### src/sv/planar_arm_move_selector_top_macros.svh
// assertion macros for the planar arm move selector
// used by the rtl files that carry concurrent checks
`ifndef PLANAR_ARM_MOVE_SELECTOR_TOP_MACROS_SVH
`define PLANAR_ARM_MOVE_SELECTOR_TOP_MACROS_SVH
`ifndef SYNTH
`define PAMS_ASSERT_IMP(label, clk, rst_n, a, c) \
  label: assert property (@(posedge clk) disable iff (!rst_n) (a) |-> (c)) else $error("label");
`define PAMS_ASSERT_NXT(label, clk, rst_n, a, c) \
  label: assert property (@(posedge clk) disable iff (!rst_n) (a) |=> (c)) else $error("label");
`else
`define PAMS_ASSERT_IMP(label, clk, rst_n, a, c)
`define PAMS_ASSERT_NXT(label, clk, rst_n, a, c)
`endif
`endif

### src/sv/pams_pkg.sv
// package for the planar arm move selector
// types, constants and the arctangent table, no dependencies
`default_nettype none
package pams_pkg;
  localparam int MAX_CANDIDATES_DEF = 16;
  localparam int CORDIC_STEPS_DEF = 16;
  localparam logic signed [63:0] DEG_TO_RAD_Q32 = 64'sd74961321;
  localparam logic signed [31:0] PI_Q24 = 32'sd52707179;
  localparam logic signed [31:0] TWO_PI_Q24 = 32'sd105414357;
  localparam logic signed [31:0] HALF_PI_Q24 = 32'sd26353589;
  localparam logic signed [31:0] CORDIC_GAIN_Q30 = 32'sd652032875;
  // floor(2^57 / two pi in q24), quotient estimate for the angle wrap
  localparam logic signed [33:0] RECIP_TWO_PI_Q57 = 34'sd1367130552;
  localparam logic [47:0] COST_MAX = 48'hFFFF_FFFF_FFFF;
  localparam logic [1:0] REG_LINK_ONE = 2'd0;
  localparam logic [1:0] REG_LINK_TWO = 2'd1;
  localparam logic [1:0] REG_LINK_THREE = 2'd2;
  localparam logic [1:0] REG_STEP_WEIGHT = 2'd3;

  typedef enum logic [3:0] {
    ST_IDLE, ST_ANGLE, ST_REDUCE, ST_FOLD, ST_ROT, ST_ACC, ST_RAD, ST_RSQ,
    ST_DIFF, ST_PCOST, ST_ACOST, ST_DONE, ST_OUT
  } state_t;

  typedef struct packed {
    logic [13:0] len0;
    logic [13:0] len1;
    logic [13:0] len2;
    logic [7:0] weight;
  } cfg_t;

  function automatic logic signed [31:0] atan_q24(input logic [4:0] i);
    case (i)
      5'd0: atan_q24 = 32'sd13176795;
      5'd1: atan_q24 = 32'sd7778716;
      5'd2: atan_q24 = 32'sd4110060;
      5'd3: atan_q24 = 32'sd2086331;
      5'd4: atan_q24 = 32'sd1047214;
      5'd5: atan_q24 = 32'sd524117;
      5'd6: atan_q24 = 32'sd262123;
      5'd7: atan_q24 = 32'sd131069;
      default: atan_q24 = (i < 5'd24) ? (32'sd1 <<< (5'd24 - i)) : 32'sd0;
    endcase
  endfunction
endpackage
`default_nettype wire

### src/sv/pams_cfg_regs.sv
// apb-style register file for link lengths and step weight
// depends on pams_pkg
`default_nettype none
module pams_cfg_regs import pams_pkg::*; (
  input  wire logic        clk,
  input  wire logic        rst_n,
  input  wire logic        cfg_psel,
  input  wire logic        cfg_penable,
  input  wire logic        cfg_pwrite,
  input  wire logic [3:0]  cfg_paddr,
  input  wire logic [31:0] cfg_pwdata,
  output logic [31:0]      cfg_prdata,
  output cfg_t             cfg
);
  cfg_t cfg_r;
  logic [1:0] idx;
  assign idx = cfg_paddr[3:2];
  assign cfg = cfg_r;

  always_ff @(posedge clk) begin
    if (!rst_n) begin
      cfg_r.len0 <= 14'd7731;
      cfg_r.len1 <= 14'd6886;
      cfg_r.len2 <= 14'd2714;
      cfg_r.weight <= 8'd102;
    end else if (cfg_psel && cfg_penable && cfg_pwrite && cfg_paddr[1:0] == 2'b00) begin
      case (idx)
        REG_LINK_ONE: cfg_r.len0 <= cfg_pwdata[13:0];
        REG_LINK_TWO: cfg_r.len1 <= cfg_pwdata[13:0];
        REG_LINK_THREE: cfg_r.len2 <= cfg_pwdata[13:0];
        REG_STEP_WEIGHT: cfg_r.weight <= cfg_pwdata[7:0];
        default: ;
      endcase
    end
  end

  always_comb begin
    cfg_prdata = 32'd0;
    if (cfg_paddr[1:0] == 2'b00) begin
      case (idx)
        REG_LINK_ONE: cfg_prdata = {18'd0, cfg_r.len0};
        REG_LINK_TWO: cfg_prdata = {18'd0, cfg_r.len1};
        REG_LINK_THREE: cfg_prdata = {18'd0, cfg_r.len2};
        REG_STEP_WEIGHT: cfg_prdata = {24'd0, cfg_r.weight};
        default: cfg_prdata = 32'd0;
      endcase
    end
  end
endmodule
`default_nettype wire

### config.mk
export PLATFORM = sky130hd
export DESIGN_NAME = pams_cfg_regs
export DESIGN_NICKNAME = d
export VERILOG_FILES = /design/src/sv/planar_arm_move_selector_top_macros.svh /design/src/sv/pams_pkg.sv /design/src/sv/pams_cfg_regs.sv
export SDC_FILE = /design/constraint.sdc
export NUM_CORES = 1
export LEC_CHECK = 0
export BUFFER_PORTS_ARGS = -buffer_cell sky130_fd_sc_hd__buf_4
export CORE_UTILIZATION = 50
export DETAILED_ROUTE_END_ITERATION = 8
export GPL_TIMING_DRIVEN = 0
export PLACE_DENSITY = 0.93
export SLEW_MARGIN = 20
export SYNTH_ARGS = -nofsm -noshare
export SYNTH_HDL_FRONTEND = slang
export SYNTH_SLANG_ARGS = --single-unit
### constraint.sdc
create_clock -name clk -period 2.5 [get_ports clk]
set_clock_uncertainty 0.2 [all_clocks]
set_input_delay 0.25 -clock clk [delete_from_list [all_inputs] [get_ports clk]]
set_output_delay 0.25 -clock clk [all_outputs]
set_load 0.03 [all_outputs]
==> run summary <==
Post-CTS Hold Fix Bufs - 0
Max clock buf depth - 2
net switching power figure - 424.5 uW
IO Count - 123
CP required - 2050 ps
worst path cell trace - buf_2, buf_2, mux2i_1, a2bb2oi_1, nor2_1, buf_4
share of layout cells above drive strength 1 - 36.61%
post-CTS setup buffers - 0
RSZ-0062 raised after global routing - no
Initial Utilization - 53.39%
crit end category - output port
Antenna diodes - 0
Min-Delay Path Class - primary input to register
Post-DP Area - 3359 um2
WP data arrival - 1510 ps
synth warn - 0
post-DP HPWL - 5037 um
Yosys reg bits - 50
antenna viol nets, final - 0
FF+latch area - 1001 um2
CTS tree - done
Comb pwr share - 15.9%
power per cell area - 441.4 nW/um2
vias - 2,187
worst rel slew slack - 53.27%
# DRC - 0
CP delay by family, top - buffers and inverters
Vias/cell - 5.051
Worst-Margin Slew - 698.3 ps
Flop pwr share - 52.7%
register area share after synthesis - 38.67%
Setup Viol. Count Final - 0
CTS Root Cell - clkbuf_8
largest net degree at the start of global routing - 17
Total GRT Usage - 25.96%
maximum level of the CTS H-tree - 2
leakage power - 1.657 nW
crit start category - primary input
max-slew violations - 0
switching share of power - 27.90%
first-pass GRT wire length - 10,510 um
Nets - 406
Int Pwr - 1.097 mW
Core Rows - 25
setup TNS - 0 ps
antenna violations before repair - 0
fill cell count - 373
count of unique library cells instantiated by Yosys - 27
period utilization - 78.44%
CTS Buf Count - 5
vias in the first global route - 2,173
Area growth, synth to finish - 33.16%
1st-iter DRT viols - 118
max reg flops - 50
Clk Latency, worst-skew pair - 310 ps
syn_area_per_cell - 10.03 um2
post-layout util - 71.10%
Mapped Area - 2589 um2
worst-path fanout max - 10
outcome - finished clean
final WL - 6861 um
Max VDD drop - 0.2518 mV
Die Y - 73.96 um
Post-Layout Inst Area - 3447 um2
Clock Power Share - 31.4%
clock sinks - 50
Setup CP Type - primary input to output port
Hold Vio Cnt, Final - 0
Die W - 73.96 um
footprint of the multi-input gates - 1391 um2
CP max stage cell - buf_2
wire per inst - 15.85 um
core footprint - 4848 um2
power consumption - 1.522 mW
crit-path max cell delay - 360 ps
Detailed Routing Iterations Pass 1 - 4
Clock Pin Slew Worst Setup and Hold Paths - 100 ps
Mapped Cells - 258
PortBufs - 83
Tmin final - 1961 ps
max cap viols - 0
most frequent CP cell - buf_2
CP bufs+invs - 3
f_max - 509.9 MHz
Routability Congestion - 0.7982
die area - 5469 um2
total grt overflow - 0
post-cts sizing count - 0
per-stage QoR:
step | worst slack [ps] | hold slack, ps | instances
4_1_cts | 545.9 | 7.644 | 433
6_report | 538.9 | 11.94 | 433
5_1_grt | 484.2 | 14.98 | 433
2_1_floorplan | 725.9 | 192.2 | 275
3_3_place_gp | 550.8 | 259.3 | 425
3_5_place_dp | 550.6 | 267.9 | 425
tightest hold or removal path, stage by stage:
cell and delay (ps):
buf_4 90, nor2b_1 40, mux2i_1 110
layout by cell type, fill, tap and decap left out, types with 2 or more instances in the layout:
cell,netlist,final
buf_6,2,2
nor2b_1,37,37
mux4_2,8,8
clkbuf_2,2,2
nand2_1,35,35
conb_1,1,18
nor2_1,8,8
dfxtp_1,50,50
and2_1,8,8
mux2i_1,55,55
clkinv_2,0,2
and3_2,2,2
clkbuf_8,0,5
buf_4,20,103
buf_2,4,4
a2bb2oi_1,6,6
clkbuf_1,8,8
cells in the mapped netlist (all sizes together):
cell type	instances	area (um2)
mux4	8	180.2
clkbuf	10	40.04
nand2	35	131.4
and2	9	56.31
buf	28	216.5
and4b	1	10.01
conb	1	3.750
a2bb2oi	6	52.55
or2	1	6.260
nor2	8	30.03
nand3	2	15.01
dfxtp	50	1001
nor2b	37	231.5
inv	1	3.750
nor3b	1	18.77
o211ai	1	7.510
mux2i	55	550.5
nand4	2	18.77
and3	2	15.01
cell families (layout without fill, tap and decap cells):
group | count (synthesis) | count (layout) | synth area share (%)
compound gates | 7 | 7 | 2.320
simple gates | 98 | 98 | 20.59
flops | 50 | 50 | 38.67
buf+inv | 39 | 130 | 10.05
mux | 63 | 63 | 28.23
other cells | 1 | 18 | 0.1449
power groups by stage:
stage	combinational (mW)	sequential (mW)	clock, mW
floorplan	0.162	0.827	0
global route	0.258	0.803	0.506
detailed placement	0.239	0.821	0
CTS	0.240	0.802	0.478
global placement	0.237	0.820	0
finish	0.242	0.802	0.477
metal layers:
layer | GRT usage (%) | wire [um]
met1 | 29.40 | 2697
met2 | 46.97 | 3517
met3 | 6.640 | 559
met4 | 9.402 | 87
met5 | 0 | 0
area by class of cell:
type | count | area share (%)
plain buffers | 38 | 7.441
clock buffers | 5 | 1.996
clock inverters | 3 | 0.5445
inverters | 1 | 0.1089
multi-input cells | 186 | 40.36
flip-flops and latches | 50 | 29.04
well taps | 67 | 2.432
repair buffers | 83 | 18.08
final timing paths:
check	startpoint	to	slack (ps)	cells past startpoint
min	cfg_pwdata[7]	cfg[15]$_SDFFE_PN1P_	10	3
min reg2reg	cfg[0]$_SDFFE_PN0P_	cfg[0]$_SDFFE_PN0P_	280	2
max reg2reg	cfg[2]$_SDFFE_PN1P_	cfg[2]$_SDFFE_PN1P_	1600	2
max	cfg_paddr[2]	cfg_prdata[8]	540	6
Power figures use the tool's default switching activity.
